**src/rtl/bpc_pkg.sv**
```systemverilog
// Package for the barometric pressure and temperature compensation block.
// Holds payload types, datapath widths, register indexes and sequencer states.
// No dependencies.
`timescale 1ns / 1ps

package bpc_pkg;

	// field widths
	localparam int RAW_W  = 24;
	localparam int CAL_W  = 16;
	localparam int OUT_W  = 32;
	localparam int IDX_W  = 3;

	// datapath widths
	localparam int DT_W   = 25;               // D2 - C5*256, signed
	localparam int MUL_A_W = 35;              // signed multiplicand
	localparam int MUL_B_W = 24;              // unsigned multiplier, one bit per cycle
	localparam int PROD_W = MUL_A_W + MUL_B_W;
	localparam int OFF_W  = 36;
	localparam int SENS_W = 35;
	localparam int PDIF_W = 39;

	localparam logic [OUT_W-1:0] TEMP_BASE = 32'd2000;

	// configuration register indexes
	typedef enum logic [IDX_W-1:0] {
		REG_C1 = 3'd0,
		REG_C2 = 3'd1,
		REG_C3 = 3'd2,
		REG_C4 = 3'd3,
		REG_C5 = 3'd4,
		REG_C6 = 3'd5
	} bpc_reg_t;

	typedef struct packed {
		logic [RAW_W-1:0] raw_pressure;
		logic [RAW_W-1:0] raw_temperature;
		logic             relatch_ground;
	} bpc_sample_t;

	typedef struct packed {
		logic signed [OUT_W-1:0] temperature;
		logic signed [OUT_W-1:0] pressure;
		logic signed [OUT_W-1:0] ground_pressure;
	} bpc_result_t;

	typedef enum logic [2:0] {
		ST_IDLE,
		ST_TEMP,
		ST_OFF,
		ST_SENS,
		ST_PRES,
		ST_DONE
	} bpc_state_t;

endpackage

```
**src/rtl/bpc_if.sv**
```systemverilog
// Handshake channels of the compensation block: sample in, result out, register writes.
// Depends on bpc_pkg for the payload types.
`timescale 1ns / 1ps

interface bpc_sample_if;
	logic                 valid;
	logic                 ready;
	bpc_pkg::bpc_sample_t data;

	modport source (output valid, output data, input ready);
	modport sink (input valid, input data, output ready);
endinterface

interface bpc_result_if;
	logic                 valid;
	logic                 ready;
	bpc_pkg::bpc_result_t data;

	modport source (output valid, output data, input ready);
	modport sink (input valid, input data, output ready);
endinterface

interface bpc_cfg_if;
	logic                           valid;
	logic                           ready;
	logic [bpc_pkg::IDX_W-1:0]      index;
	logic [bpc_pkg::CAL_W-1:0]      wdata;

	modport source (output valid, output index, output wdata, input ready);
	modport sink (input valid, input index, input wdata, output ready);
endinterface

```
**src/rtl/bpc_mul.sv**
```systemverilog
// Bit-serial shift-add multiplier: signed multiplicand times unsigned multiplier,
// one multiplier bit per cycle. Depends on bpc_pkg for widths.
`timescale 1ns / 1ps

module bpc_mul (
	input  logic                        clk,
	input  logic                        arst_n,
	input  logic                        start,
	input  logic [bpc_pkg::MUL_A_W-1:0] a,
	input  logic [bpc_pkg::MUL_B_W-1:0] b,
	output logic                        done,
	output logic [bpc_pkg::PROD_W-1:0]  product
);
	import bpc_pkg::*;

	localparam int CNT_W = $clog2(MUL_B_W);
	localparam logic [CNT_W-1:0] LAST = CNT_W'(MUL_B_W - 1);

	logic [MUL_A_W-1:0] a_q;
	logic [MUL_B_W-1:0] b_q;
	logic [PROD_W-1:0]  acc_q;
	logic [CNT_W-1:0]   cnt_q;
	logic               busy_q;
	logic               done_q;
	logic [MUL_A_W:0]   sum;
	logic [PROD_W-1:0]  acc_next;

	// add the multiplicand into the upper half, then shift right arithmetically
	always_comb begin
		sum = {acc_q[PROD_W-1], acc_q[PROD_W-1:MUL_B_W]}
			+ (b_q[0] ? {a_q[MUL_A_W-1], a_q} : '0);
		acc_next = {sum, acc_q[MUL_B_W-1:1]};
	end

	// step counter and completion pulse
	always_ff @(posedge clk or negedge arst_n) begin
		if (!arst_n) begin
			busy_q <= 1'b0;
			done_q <= 1'b0;
			cnt_q  <= '0;
		end else begin
			done_q <= 1'b0;
			if (start) begin
				busy_q <= 1'b1;
				cnt_q  <= '0;
			end else if (busy_q) begin
				cnt_q <= cnt_q + 1'b1;
				if (cnt_q == LAST) begin
					busy_q <= 1'b0;
					done_q <= 1'b1;
				end
			end
		end
	end

	// operands and partial product
	always_ff @(posedge clk) begin
		if (start) begin
			a_q   <= a;
			b_q   <= b;
			acc_q <= '0;
		end else if (busy_q) begin
			acc_q <= acc_next;
			b_q   <= b_q >> 1;
		end
	end

	assign done    = done_q;
	assign product = acc_q;

endmodule

```
**src/rtl/baro_pressure_temp_compensation.sv**
```systemverilog
// Top level of the first-order barometric pressure and temperature compensation.
// Depends on bpc_pkg, the channel interfaces in bpc_if and the serial multiplier bpc_mul.
`timescale 1ns / 1ps

// One sample word (raw pressure, raw temperature, relatch flag) gives one result word
// (temperature in 0.01 degC, pressure in 0.01 mbar, ground reference pressure). The four
// products of the compensation run one after another through a single bit-serial
// multiplier, each as one operand load and 24 shift-add steps. The result register loads
// after the fourth product, and the sequencer can take the next sample in the cycle after
// that, so only one sample is in progress at a time. The next sample is taken even while
// the previous result waits to be read. Once that sample is done too, the input stalls
// until the result register is free. The first sample after reset, and any sample with
// relatch_ground set, latches its pressure as the ground reference. Calibration writes
// (C1..C6 at indexes 0..5, others ignored) are always ready and must only be issued
// while no sample is in progress.
module baro_pressure_temp_compensation (
	input  logic        clk,
	input  logic        arst_n,
	bpc_sample_if.sink  sample,
	bpc_result_if.source result,
	bpc_cfg_if.sink     cfg
);
	import bpc_pkg::*;

	// calibration words
	logic [CAL_W-1:0] cal_pressure_sens_q;
	logic [CAL_W-1:0] cal_pressure_offset_q;
	logic [CAL_W-1:0] cal_tc_sens_q;
	logic [CAL_W-1:0] cal_tc_offset_q;
	logic [CAL_W-1:0] cal_ref_temp_q;
	logic [CAL_W-1:0] cal_tc_temp_q;

	bpc_state_t state_q, state_next;

	logic [RAW_W-1:0]  d1_q;
	logic              relatch_q;
	logic [DT_W-1:0]   dt_q;
	logic [OUT_W-1:0]  temp_q;
	logic [OFF_W-1:0]  off_q;
	logic [OUT_W-1:0]  p_q;
	logic [OUT_W-1:0]  ground_ref_q;
	logic              ground_valid_q;
	logic              res_valid_q;
	bpc_result_t       res_q;

	logic              accept;
	logic              res_load;
	logic [DT_W-1:0]   dt_in;
	logic [SENS_W-1:0] sens_next;
	logic [PDIF_W-1:0] p_diff;
	logic [OUT_W-1:0]  ground_next;

	logic               mul_start;
	logic [MUL_A_W-1:0] mul_a;
	logic [MUL_B_W-1:0] mul_b;
	logic               mul_done;
	logic [PROD_W-1:0]  mul_prod;

	bpc_mul u_mul (
		.clk     (clk),
		.arst_n  (arst_n),
		.start   (mul_start),
		.a       (mul_a),
		.b       (mul_b),
		.done    (mul_done),
		.product (mul_prod)
	);

	// write calibration words
	assign cfg.ready = 1'b1;

	always_ff @(posedge clk or negedge arst_n) begin
		if (!arst_n) begin
			cal_pressure_sens_q   <= '0;
			cal_pressure_offset_q <= '0;
			cal_tc_sens_q         <= '0;
			cal_tc_offset_q       <= '0;
			cal_ref_temp_q        <= '0;
			cal_tc_temp_q         <= '0;
		end else if (cfg.valid) begin
			unique case (cfg.index)
				REG_C1:  cal_pressure_sens_q   <= cfg.wdata;
				REG_C2:  cal_pressure_offset_q <= cfg.wdata;
				REG_C3:  cal_tc_sens_q         <= cfg.wdata;
				REG_C4:  cal_tc_offset_q       <= cfg.wdata;
				REG_C5:  cal_ref_temp_q        <= cfg.wdata;
				REG_C6:  cal_tc_temp_q         <= cfg.wdata;
				default: ;
			endcase
		end
	end

	// dT from the incoming sample, and the derived terms from the multiplier result
	always_comb begin
		dt_in = {1'b0, sample.data.raw_temperature} - {1'b0, cal_ref_temp_q, 8'b0};
		sens_next = {4'b0, cal_pressure_sens_q, 15'b0} + mul_prod[42:8];
		p_diff = {mul_prod[PROD_W-1], mul_prod[PROD_W-1:21]} - {{3{off_q[OFF_W-1]}}, off_q};
		ground_next = (!ground_valid_q || relatch_q) ? p_q : ground_ref_q;
	end

	assign sample.ready = (state_q == ST_IDLE);
	assign accept       = sample.valid && sample.ready;
	assign res_load     = (state_q == ST_DONE) && (!res_valid_q || result.ready);

	// sequencer state
	always_ff @(posedge clk or negedge arst_n) begin
		if (!arst_n) begin
			state_q <= ST_IDLE;
		end else begin
			state_q <= state_next;
		end
	end

	// next state and multiplier operands
	always_comb begin
		state_next = state_q;
		mul_start  = 1'b0;
		mul_a      = '0;
		mul_b      = '0;
		unique case (state_q)
			ST_IDLE: begin
				if (sample.valid) begin
					mul_start  = 1'b1;
					mul_a      = {{(MUL_A_W-DT_W){dt_in[DT_W-1]}}, dt_in};
					mul_b      = {8'b0, cal_tc_temp_q};
					state_next = ST_TEMP;
				end
			end
			ST_TEMP: begin
				if (mul_done) begin
					mul_start  = 1'b1;
					mul_a      = {{(MUL_A_W-DT_W){dt_q[DT_W-1]}}, dt_q};
					mul_b      = {8'b0, cal_tc_offset_q};
					state_next = ST_OFF;
				end
			end
			ST_OFF: begin
				if (mul_done) begin
					mul_start  = 1'b1;
					mul_a      = {{(MUL_A_W-DT_W){dt_q[DT_W-1]}}, dt_q};
					mul_b      = {8'b0, cal_tc_sens_q};
					state_next = ST_SENS;
				end
			end
			ST_SENS: begin
				if (mul_done) begin
					mul_start  = 1'b1;
					mul_a      = sens_next;
					mul_b      = d1_q;
					state_next = ST_PRES;
				end
			end
			ST_PRES: begin
				if (mul_done) begin
					state_next = ST_DONE;
				end
			end
			ST_DONE: begin
				if (!res_valid_q || result.ready) begin
					state_next = ST_IDLE;
				end
			end
			default: state_next = ST_IDLE;
		endcase
	end

	// hold the sample and the intermediate terms
	always_ff @(posedge clk) begin
		if (accept) begin
			d1_q      <= sample.data.raw_pressure;
			relatch_q <= sample.data.relatch_ground;
			dt_q      <= dt_in;
		end
		if (state_q == ST_TEMP && mul_done) begin
			temp_q <= mul_prod[54:23] + TEMP_BASE;
		end
		if (state_q == ST_OFF && mul_done) begin
			off_q <= {4'b0, cal_pressure_offset_q, 16'b0} + mul_prod[42:7];
		end
		if (state_q == ST_PRES && mul_done) begin
			p_q <= {{(OUT_W-(PDIF_W-15)){p_diff[PDIF_W-1]}}, p_diff[PDIF_W-1:15]};
		end
		if (res_load) begin
			res_q.temperature     <= temp_q;
			res_q.pressure        <= p_q;
			res_q.ground_pressure <= ground_next;
		end
	end

	// ground reference and result register control
	always_ff @(posedge clk or negedge arst_n) begin
		if (!arst_n) begin
			ground_ref_q   <= '0;
			ground_valid_q <= 1'b0;
			res_valid_q    <= 1'b0;
		end else begin
			if (res_load) begin
				ground_ref_q   <= ground_next;
				ground_valid_q <= 1'b1;
				res_valid_q    <= 1'b1;
			end else if (result.ready) begin
				res_valid_q <= 1'b0;
			end
		end
	end

	assign result.valid = res_valid_q;
	assign result.data  = res_q;

endmodule

```
**src/flat_wrapper.sv**
```systemverilog
// flat-port wrapper written by rule: the top's interface ports become plain ports
module baro_pressure_temp_compensation_flat import bpc_pkg::*;
  (clk, arst_n, sample_valid, sample_data, sample_ready, result_valid, result_data, result_ready, cfg_valid, cfg_index, cfg_wdata, cfg_ready);
  bpc_sample_if sample_i ();
  bpc_result_if result_i ();
  bpc_cfg_if cfg_i ();
  input  logic clk;
  input  logic arst_n;
  input wire logic [$bits(sample_i.valid)-1:0] sample_valid;
  input wire logic [$bits(sample_i.data)-1:0] sample_data;
  output wire logic [$bits(sample_i.ready)-1:0] sample_ready;
  output wire logic [$bits(result_i.valid)-1:0] result_valid;
  output wire logic [$bits(result_i.data)-1:0] result_data;
  input wire logic [$bits(result_i.ready)-1:0] result_ready;
  input wire logic [$bits(cfg_i.valid)-1:0] cfg_valid;
  input wire logic [$bits(cfg_i.index)-1:0] cfg_index;
  input wire logic [$bits(cfg_i.wdata)-1:0] cfg_wdata;
  output wire logic [$bits(cfg_i.ready)-1:0] cfg_ready;
  assign sample_i.valid = sample_valid;
  assign sample_i.data = sample_data;
  assign sample_ready = sample_i.ready;
  assign result_valid = result_i.valid;
  assign result_data = result_i.data;
  assign result_i.ready = result_ready;
  assign cfg_i.valid = cfg_valid;
  assign cfg_i.index = cfg_index;
  assign cfg_i.wdata = cfg_wdata;
  assign cfg_ready = cfg_i.ready;
  baro_pressure_temp_compensation u_core (.clk(clk), .arst_n(arst_n), .sample(sample_i), .result(result_i), .cfg(cfg_i));
endmodule
```
**config.mk**
```make
export PLATFORM = sky130hd
export DESIGN_NAME = baro_pressure_temp_compensation_flat
export DESIGN_NICKNAME = d
export VERILOG_FILES = /design/src/rtl/bpc_pkg.sv /design/src/rtl/bpc_if.sv /design/src/rtl/bpc_mul.sv /design/src/rtl/baro_pressure_temp_compensation.sv /design/src/flat_wrapper.sv
export SDC_FILE = /design/constraint.sdc
export NUM_CORES = 1
export LEC_CHECK = 0
export BUFFER_PORTS_ARGS = -buffer_cell sky130_fd_sc_hd__buf_2
export CORE_MARGIN = 5
export CORE_UTILIZATION = 55
export CTS_BUF_LIST = sky130_fd_sc_hd__clkbuf_16
export DETAILED_ROUTE_END_ITERATION = 10
export PLACE_DENSITY = 0.74
export SYNTH_ARGS = -nofsm -noshare
export SYNTH_HDL_FRONTEND = slang
export SYNTH_HIERARCHICAL = 1
export SYNTH_SLANG_ARGS = --single-unit
```
**constraint.sdc**
```tcl
create_clock -name clk -period 10.06 [get_ports clk]
set_input_delay 2.012 -clock clk [delete_from_list [all_inputs] [get_ports clk]]
set_output_delay 2.012 -clock clk [all_outputs]
set_load 0.005 [all_outputs]
```
==> impl_metrics.tcl, run 1 <==
set metrics [dict create \
    syn-num-nets 2169 \
    cp_max_fo 11 \
    crit_slowest_cell "a22oi_1" \
    pwr_density_cell_mw_per_mm2 287 \
    fmax_mhz 219 \
    area_growth_pct 12.7 \
    relSlewSlack_pct 18.9 \
    worstMarginPinSlew_ns 1.22 \
    startpoint_type "input port" \
    synthCells 1970 \
    clock_path_buffers 3 \
    wire_per_inst_um 19.5 \
    grt_start_max_net_pins 91 \
    fin_crit_ns 4.57 \
    maxCapViolations 0 \
    cts_root_buf "clkbuf_16" \
    dieHeight_um 219 \
    skew_ns 0.0311 \
    antenna_cells 0 \
    dr.pass1.iters 8 \
    via_per_inst 5.74 \
    dr_total_vias 15800 \
    synth.avg_cell_area_sq_um 12.1 \
    portBuffers 170 \
    hold_buffers 0 \
    slew_violations 0 \
    final_common_cell "edfxtp_1" \
    drt_iter0_drc 1135 \
    fin_cells 2755 \
    cts_sinks 481 \
    critical_path_arrival_ns 4.86 \
    fin_crit_sh_pct 45.4 \
    crit_buf_inv 3 \
    finalWorstSetupSlack_ns 5.49 \
    std_cell_rows 76 \
    hp-class "flop to flop" \
    ios 172 \
    ant_nets 0 \
    cts_setup_buffers 0 \
    grt_overflow 0 \
    path_class "input port to flop" \
    dp_hpwl_mm 39.0 \
    core_area_sq_mm 0.0431 \
    start_util_pct 55.5 \
    setup_viol 0 \
    syn-cell-area_sq_mm 0.0239 \
    die_w_um 219 \
    power_leakage_nw 11.4 \
    outcome "finished, final reports clean" \
    first_global_vias 15600 \
    gp_congestion 0.926 \
    cts_buffers 50 \
    ys_warn_count 6 \
    ctsHtreeMaxLevel 2 \
    rsz0062_at_grt "no" \
    place_ws_ns 4.91 \
    endpoint_kind "flop" \
    clkSlewWorstSetupHoldPaths_ns 0.06 \
    grt_pass1_wl_mm 85.3 \
    fillCellCount 3310 \
    grt_use_total_pct 22.4 \
    cts_tree "done" \
    drive_above_1_share_pct 21.5 \
    fp.dieArea_sq_mm 0.0477 \
    cts-resized-gates 0 \
    fin_setup_tns_ns 0 \
    placed_cells 2661 \
    wirelength_mm 53.8 \
    ir_drop_uv 157 \
    critPathMaxStageDelay_ns 0.66 \
    final_hold_viol_count 0 \
    crit_chain "buf_2, inv_1, ha_1, inv_1, fa_1, a21oi_1, o21bai_1, nor4b_1, o31ai_1, a211oi_1, o21bai_1, a21oi_1, a22oi_1, o21ai_0" \
    drc 0 \
    crit_required_ns 10.35 \
    finalNetCount 2327 \
    antenna_found_initial 1 \
    critPathTopFamily "compound AO/OA/AOI/OAI gates" \
    clk-insertion-delay-late_ns 0.60 \
    layout_common_cells "289 x edfxtp_1, 169 x buf_2, 157 x mux2_2" \
]
layout make-up:
class	count	area, sq um	share of cell area, %
tap	585	732	2.72
clock inverter	43	353	1.31
multi-input combinational	1306	10000	37.1
inverter	103	388	1.44
timing repair buffer	186	977	3.63
sequential	481	13200	49.1
clock buffer	51	1280	4.74
worst paths after layout:
check                                    startpoint                            end  slack, ns  cells past startpoint
worst max-delay path                 sample_data[9]           u_core/u_mul/a_q[24]       5.49                     14
worst min-delay path              u_core/temp_q[22]         u_core/result.data[86]       0.41                      0
worst max register to register  u_core/u_mul/b_q[0]       u_core/u_mul/product[51]       6.20                     11
worst min register to register    u_core/temp_q[22]         u_core/result.data[86]       0.41                      0
max in group asynchronous                    arst_n  u_core/cal_pressure_sens_q[0]       7.23                      2
min in group asynchronous                    arst_n       u_core/cal_tc_sens_q[12]       1.40                      1
metal layers:
| layer | part of all wire [%] | GRT usage, % | wire length [um] | up-vias |
|---|---|---|---|---|
| met5 | 0 | 0 | 0 | - |
| met4 | 2.8 | 6.91 | 1480 | 0 |
| met3 | 5.4 | 3.02 | 2910 | 85 |
| met2 | 45 | 35.3 | 24300 | 478 |
| met1 | 47 | 32.8 | 25100 | 7661 |
| li1 | - | - | - | 7595 |
report_power, final:
part,internal [mW],leakage (nW),switching (mW)
Combinational,1.28,5.81,1.72
Clock,1.03,0.836,0.765
Sequential,2.57,4.75,0.365
flip-flops by register name, indices dropped and copies added (netlist names):
register,cells
u_core/result.data,88
u_core/u_mul/product,52
u_core/off_q,36
u_core/u_mul/a_q,35
u_core/ground_ref_q,32
u_core/temp_q,32
u_core/dt_q,25
u_core/d1_q,24
u_core/p_q,24
u_core/u_mul/b_q,24
u_core/cal_pressure_offset_q,16
u_core/cal_pressure_sens_q,16
u_core/cal_ref_temp_q,16
u_core/cal_tc_offset_q,16
u_core/cal_tc_sens_q,16
u_core/cal_tc_temp_q,16
u_core/u_mul/cnt_q,5
u_core/state_q,3
u_core/ground_valid_q,1
u_core/relatch_q,1
u_core/result.valid,1
u_core/u_mul/busy_q,1
u_core/u_mul/done,1
through the flow:
stage	power (mW)	area [sq um]	hold slack, ns	utilization (%)
finish	7.73	26900	0.409	62.6
global route	8.21	26900	0.414	62.6
CTS	7.73	26900	0.410	62.6
detailed placement	5.91	25300	0.405	58.8
global placement	5.82	25300	0.403	58.8
floorplan	5.10	23900	0.400	-
Note: power is estimated with default switching activity, not from simulation.
==> inputs of run 2 (changes only) <==
--- a/config.mk
+++ b/config.mk
@@ -10,7 +10,7 @@
 export CORE_UTILIZATION = 55
 export CTS_BUF_LIST = sky130_fd_sc_hd__clkbuf_16
 export DETAILED_ROUTE_END_ITERATION = 10
-export PLACE_DENSITY = 0.74
+export PLACE_DENSITY = 0.77
 export SYNTH_ARGS = -nofsm -noshare
 export SYNTH_HDL_FRONTEND = slang
 export SYNTH_HIERARCHICAL = 1
==> constraint.sdc (replaced) <==
create_clock -name clk -period 4.2 [get_ports clk]
set_input_delay 0.84 -clock clk [delete_from_list [all_inputs] [get_ports clk]]
set_output_delay 0.84 -clock clk [all_outputs]
set_load 0.005 [all_outputs]
==> run 2 against run 1 <==
Final area increased by 0.77%; sequential power up 140%; utilization increased by 0.48 points; via count increased by 0.66%; global-route usage up 0.32 points; critical endpoint is now u_core/u_mul/product[43].
==> impl_metrics.tcl, run 2 (synthesis results as in run 1) <==
set metrics [dict create \
    r2r_end "u_core/u_mul/product[43]" \
    dr_total_vias 15900 \
    relSlewSlack_pct 17.9 \
    std_cell_rows 76 \
    cts_tree "done" \
    fp.dieArea_sq_mm 0.0477 \
    gp_congestion 0.921 \
    clkSlewWorstSetupHoldPaths_ns 0.06 \
    power_leakage_nw 11.5 \
    ios 172 \
    finalNetCount 2342 \
    skew_ns 0.0379 \
    critical_path_arrival_ns 4.12 \
    ir_drop_uv 530 \
    fin_setup_tns_ns 0 \
    outcome "finished, final reports clean" \
    cts_sinks 481 \
    core_area_sq_mm 0.0431 \
    portBuffers 170 \
    wire_per_inst_um 19.5 \
    startpoint_type "flop" \
    cts_buffers 50 \
    antenna_found_initial 0 \
    rsz0062_at_grt "no" \
    cts_setup_buffers 0 \
    fin_area_sq_mm 0.0272 \
    final_common_cell "edfxtp_1" \
    clk-insertion-delay-late_ns 0.61 \
    ctsHtreeMaxLevel 2 \
    cts_root_buf "clkbuf_16" \
    grt_start_max_net_pins 73 \
    clock_path_buffers 3 \
    dr.pass1.iters 5 \
    grt_overflow 0 \
    fin_crit_ns 3.68 \
    hold_buffers 0 \
    pwr_density_cell_mw_per_mm2 689 \
    reg2reg_setup_slack_ns 0.52 \
    via_per_inst 5.75 \
    largest_register_ffs 88 \
    worstMarginPinSlew_ns 1.23 \
    die_w_um 219 \
    endpoint_kind "flop" \
    layout_common_cells "289 x edfxtp_1, 169 x buf_2, 157 x mux2_2" \
    crit_required_ns 4.64 \
    antenna_cells 0 \
    first_global_vias 15900 \
    rr_worst_depth 10 \
    ant_nets 0 \
    final_hold_viol_count 0 \
    slew_violations 0 \
    grt_pass1_wl_mm 86.7 \
    drive_above_1_share_pct 22.0 \
    startpoint "u_core/u_mul/b_q[0]" \
    fmax_mhz 272 \
    cp_max_fo 26 \
    drt_iter0_drc 1157 \
    path_class "flop to flop" \
    hold_ws_ns 0.236 \
    r2r_start "u_core/u_mul/b_q[0]" \
    setup_viol 0 \
    wirelength_mm 54.1 \
    dp_hpwl_mm 39.0 \
    grt_use_total_pct 22.8 \
    dieHeight_um 219 \
    maxCapViolations 0 \
    fin_crit_sh_pct 87.5 \
    placed_area_sq_mm 0.0255 \
    area_growth_pct 13.6 \
    drc 0 \
    cts-resized-gates 0 \
    hp-class "input port to asynchronous set/reset pin" \
    start_util_pct 55.5 \
]
## run 2: area by class of cell
| class | instances | area, sq um |
|---|---|---|
| clock buffers | 52 | 1300 |
| clock inverters | 42 | 397 |
| fillers | 3275 | 15900 |
| inverters | 103 | 388 |
| multi-input cells | 1306 | 10000 |
| flip-flops and latches | 481 | 13200 |
| well taps | 585 | 732 |
| repair buffers | 201 | 1110 |
## run 2: critical path: stages, from the launching register on
cell	delay [ns]
edfxtp_1	0.68
and2_1	0.27
ha_1	0.22
fa_1	0.45
a21o_1	0.21
a31oi_1	0.33
o22ai_1	0.22
a221oi_2	0.55
o21ba_2	0.24
mux2i_1	0.19
o311ai_0	0.14
## run 2: how the worst max path moves through the flow
| stage | end | slack, ns | depth (start not counted) |
|---|---|---|---|
| finish | u_core/u_mul/product[43] | 0.52 | 10 |
| global placement | u_core/u_mul/a_q[32] | 0.40 | 14 |
| detailed placement | u_core/u_mul/a_q[31] | 0.30 | 14 |
| CTS | u_core/u_mul/product[43] | 0.55 | 10 |
| global route | u_core/u_mul/product[43] | 0.19 | 10 |
| floorplan | u_core/u_mul/b_q[0] | 0.08 | 5 |
## run 2: where the power goes
part           leakage [nW]  switching (mW)  internal [mW]  total [mW]
Combinational          5.90            4.14           3.14        7.28
Sequential             4.75           0.772           6.14        6.91
Clock                 0.868            1.83           2.68        4.51
## run 2: layer usage
metal  track usage (%)  up-vias  routed length (um)
li1                  -     7647                   -
met5                 0        -                   0
met2              36.4      469               25100
met1              32.7     7723               24500
met4              6.99        0                1290
met3              3.01       85                3180
## run 2: through the flow
stage | worst slack [ns] | instances | util (%) | total power [mW]
2_1_floorplan | 0.0753 | 1970 | - | 12.2
3_3_place_gp | 0.403 | 2676 | 59.1 | 13.9
3_5_place_dp | 0.299 | 2676 | 59.1 | 14.1
4_1_cts | 0.551 | 2770 | 63.0 | 18.7
5_1_grt | 0.193 | 2770 | 63.0 | 19.9
6_report | 0.523 | 2770 | 63.0 | 18.7
==> inputs of run 3 (changes only) <==
--- a/config.mk
+++ b/config.mk
@@ -10,8 +10,8 @@
 export CORE_UTILIZATION = 55
 export CTS_BUF_LIST = sky130_fd_sc_hd__clkbuf_16
 export DETAILED_ROUTE_END_ITERATION = 10
+export HOLD_SLACK_MARGIN = 0.08
 export PLACE_DENSITY = 0.77
 export SYNTH_ARGS = -nofsm -noshare
 export SYNTH_HDL_FRONTEND = slang
-export SYNTH_HIERARCHICAL = 1
 export SYNTH_SLANG_ARGS = --single-unit
==> run 3 against run 2 <==
Power down 0.60%; hold slack gained 0.054 ns; utilization fell by 0.52 points; critical path type unchanged; largest power group unchanged; highest routed layer unchanged.
==> impl_metrics.tcl, run 3 <==
set metrics [dict create \
    dieHeight_um 217 \
    fin_crit_sh_pct 91.4 \
    slew_violations 0 \
    pwr_density_cell_mw_per_mm2 695 \
    finalNetCount 2357 \
    die_w_um 217 \
    wirelength_mm 56.8 \
    ys_ff_latch 481 \
    yosysUniqueCellTypes 77 \
    std_cell_rows 76 \
    cts-resized-gates 0 \
    ant_nets 0 \
    synth-edff-count 289 \
    start_util_pct 55.3 \
    rsz0062_at_grt "no" \
    final_common_cell "edfxtp_1" \
    wire_per_inst_um 20.7 \
    ios 172 \
    maxCapViolations 0 \
    setup_viol 0 \
    outcome "finished, final reports clean" \
    drive_above_1_share_pct 20.1 \
    power_mw 18.6 \
    grt_use_total_pct 23.8 \
    grt_start_max_net_pins 88 \
    relSlewSlack_pct 33.0 \
    cp_max_fo 17 \
    final_hold_viol_count 0 \
    power_leakage_nw 11.4 \
    first_global_vias 16000 \
    dr.pass1.iters 5 \
    synth.most_common_cell "edfxtp_1" \
    grt_overflow 0 \
    crit_required_ns 4.67 \
    fin_crit_ns 3.84 \
    via_per_inst 5.92 \
    layout_common_cells "289 x edfxtp_1, 169 x buf_2, 139 x dfrtp_1" \
    area_growth_pct 13.1 \
    syn-cell-area_sq_mm 0.0237 \
    fp.dieArea_sq_mm 0.0473 \
    grt_pass1_wl_mm 89.0 \
    drc 0 \
    cts_buffers 49 \
    placed_area_sq_mm 0.0252 \
    async_flop_share_pct 29.1 \
    synth.area.top_cells "edfxtp_1 37%, dfrtp_1 15%, ha_1 6.5%" \
    ys_seq_area_share_pct 55.9 \
    fin_setup_tns_ns 0 \
    cts_tree "done" \
    core_area_sq_mm 0.0428 \
    clock_path_buffers 3 \
    worstMarginPinSlew_ns 0.999 \
    cts_setup_buffers 0 \
    gp_congestion 0.962 \
    syn-num-nets 2174 \
    critical_path_arrival_ns 4.30 \
    ir_drop_uv 462 \
    fmax_mhz 261 \
    drt_iter0_drc 1543 \
    fin_area_sq_mm 0.0268 \
    portBuffers 170 \
    clk-insertion-delay-late_ns 0.60 \
    cts_sinks 481 \
    synthCells 1975 \
    synth_top_area_share_pct 36.7 \
    path_class "flop to flop" \
    synth_largest_area_cell "edfxtp_1" \
    synth_common_cells "289 x edfxtp_1, 140 x dfrtp_1, 135 x mux2_2" \
    endpoint_kind "flop" \
    dp_hpwl_mm 40.6 \
    startpoint_type "flop" \
    hold_ws_ns 0.290 \
    skew_ns 0.0264 \
    hp-class "input port to asynchronous set/reset pin" \
    synth-main-ff-cell "edfxtp_1" \
    cts_root_buf "clkbuf_16" \
    synth.avg_cell_area_sq_um 12.0 \
    antenna_found_initial 0 \
    ctsHtreeMaxLevel 2 \
    largest_register_ffs 88 \
    clkSlewWorstSetupHoldPaths_ns 0.06 \
    dr_total_vias 16300 \
    hold_buffers 0 \
    ys_warn_count 0 \
]
==> run 3: final cells by class <==
| cell class | instances | area [sq um] |
|---|---|---|
| Clock buffer | 49 | 1230 |
| Antenna cell | 1 | 2.50 |
| Fill cell | 3329 | 16000 |
| Tap cell | 546 | 683 |
| Inverter | 108 | 409 |
| Clock inverter | 42 | 332 |
| Multi-Input combinational cell | 1311 | 9730 |
| Sequential cell | 481 | 13200 |
| Timing Repair Buffer | 207 | 1150 |
==> run 3: path summary, 6_finish.rpt <==
kind | startpoint | endpoint | slack, ns | depth (start not counted)
worst max-delay path | u_core.u_mul.b_q[0] | u_core.u_mul.product[57] | 0.36 | 11
worst min register to register | u_core.temp_q[30] | u_core.result.data[94] | 0.41 | 0
worst min-delay path | arst_n | u_core.ground_ref_q[27] | 0.29 | 1
max in group asynchronous | arst_n | u_core.ground_ref_q[3] | 3.01 | 2
min in group clk | u_core.temp_q[30] | u_core.result.data[94] | 0.41 | 0
worst max register to register | u_core.u_mul.b_q[0] | u_core.u_mul.product[57] | 0.36 | 11
==> run 3: power breakdown <==
part / total [mW] / internal [mW] / switching [mW]
clock: 4.24 / 2.43 / 1.81
sequential: 6.91 / 6.15 / 0.762
combinational: 7.44 / 3.11 / 4.34
total: 18.6 / 11.7 / 6.91
==> run 3: cells by family (layout without fill, tap and decap cells) <==
kind of cell / count (synthesis) / in the layout / synth area share, %
other: 1 / 2 / 0.0159
DFF: 481 / 481 / 55.9
xor gates and xnor gates: 114 / 114 / 4.22
and+or+nand+nor: 441 / 441 / 8.89
AOI/OAI and AO/OA: 452 / 452 / 12.9
buffers and inverters: 183 / 406 / 3.11
adders and majority gates: 126 / 126 / 6.79
muxes: 177 / 177 / 8.20
==> run 3: per-layer routing <==
metal / vias up / track usage, % / share of wire [%]
li1: 7623 / - / -
met1: 7944 / 33.9 / 45
met2: 595 / 37.9 / 46
met3: 100 / 3.35 / 6.3
met4: 0 / 8.62 / 3.3
met5: - / 0 / 0
==> run 3: per-stage QoR <==
step / setup slack, ns / utilization, % / instances
global placement: 0.617 / 58.9 / 2653
detailed placement: 0.456 / 58.9 / 2653
global route: 0.158 / 62.5 / 2744
finish: 0.363 / 62.5 / 2745
CTS: 0.413 / 62.5 / 2744
floorplan: 1.01 / - / 1975
==> run 3: critical path, stage by stage (launching register included) <==
cell and delay (ns):
edfxtp_1 0.58, and2_1 0.23, ha_1 0.24, fa_1 0.45
a211oi_1 0.34, o21bai_1 0.18, o211ai_1 0.25, a21bo_2 0.24
a2111oi_4 0.11, o41ai_1 0.74, a2111o_1 0.26, nand3_1 0.08
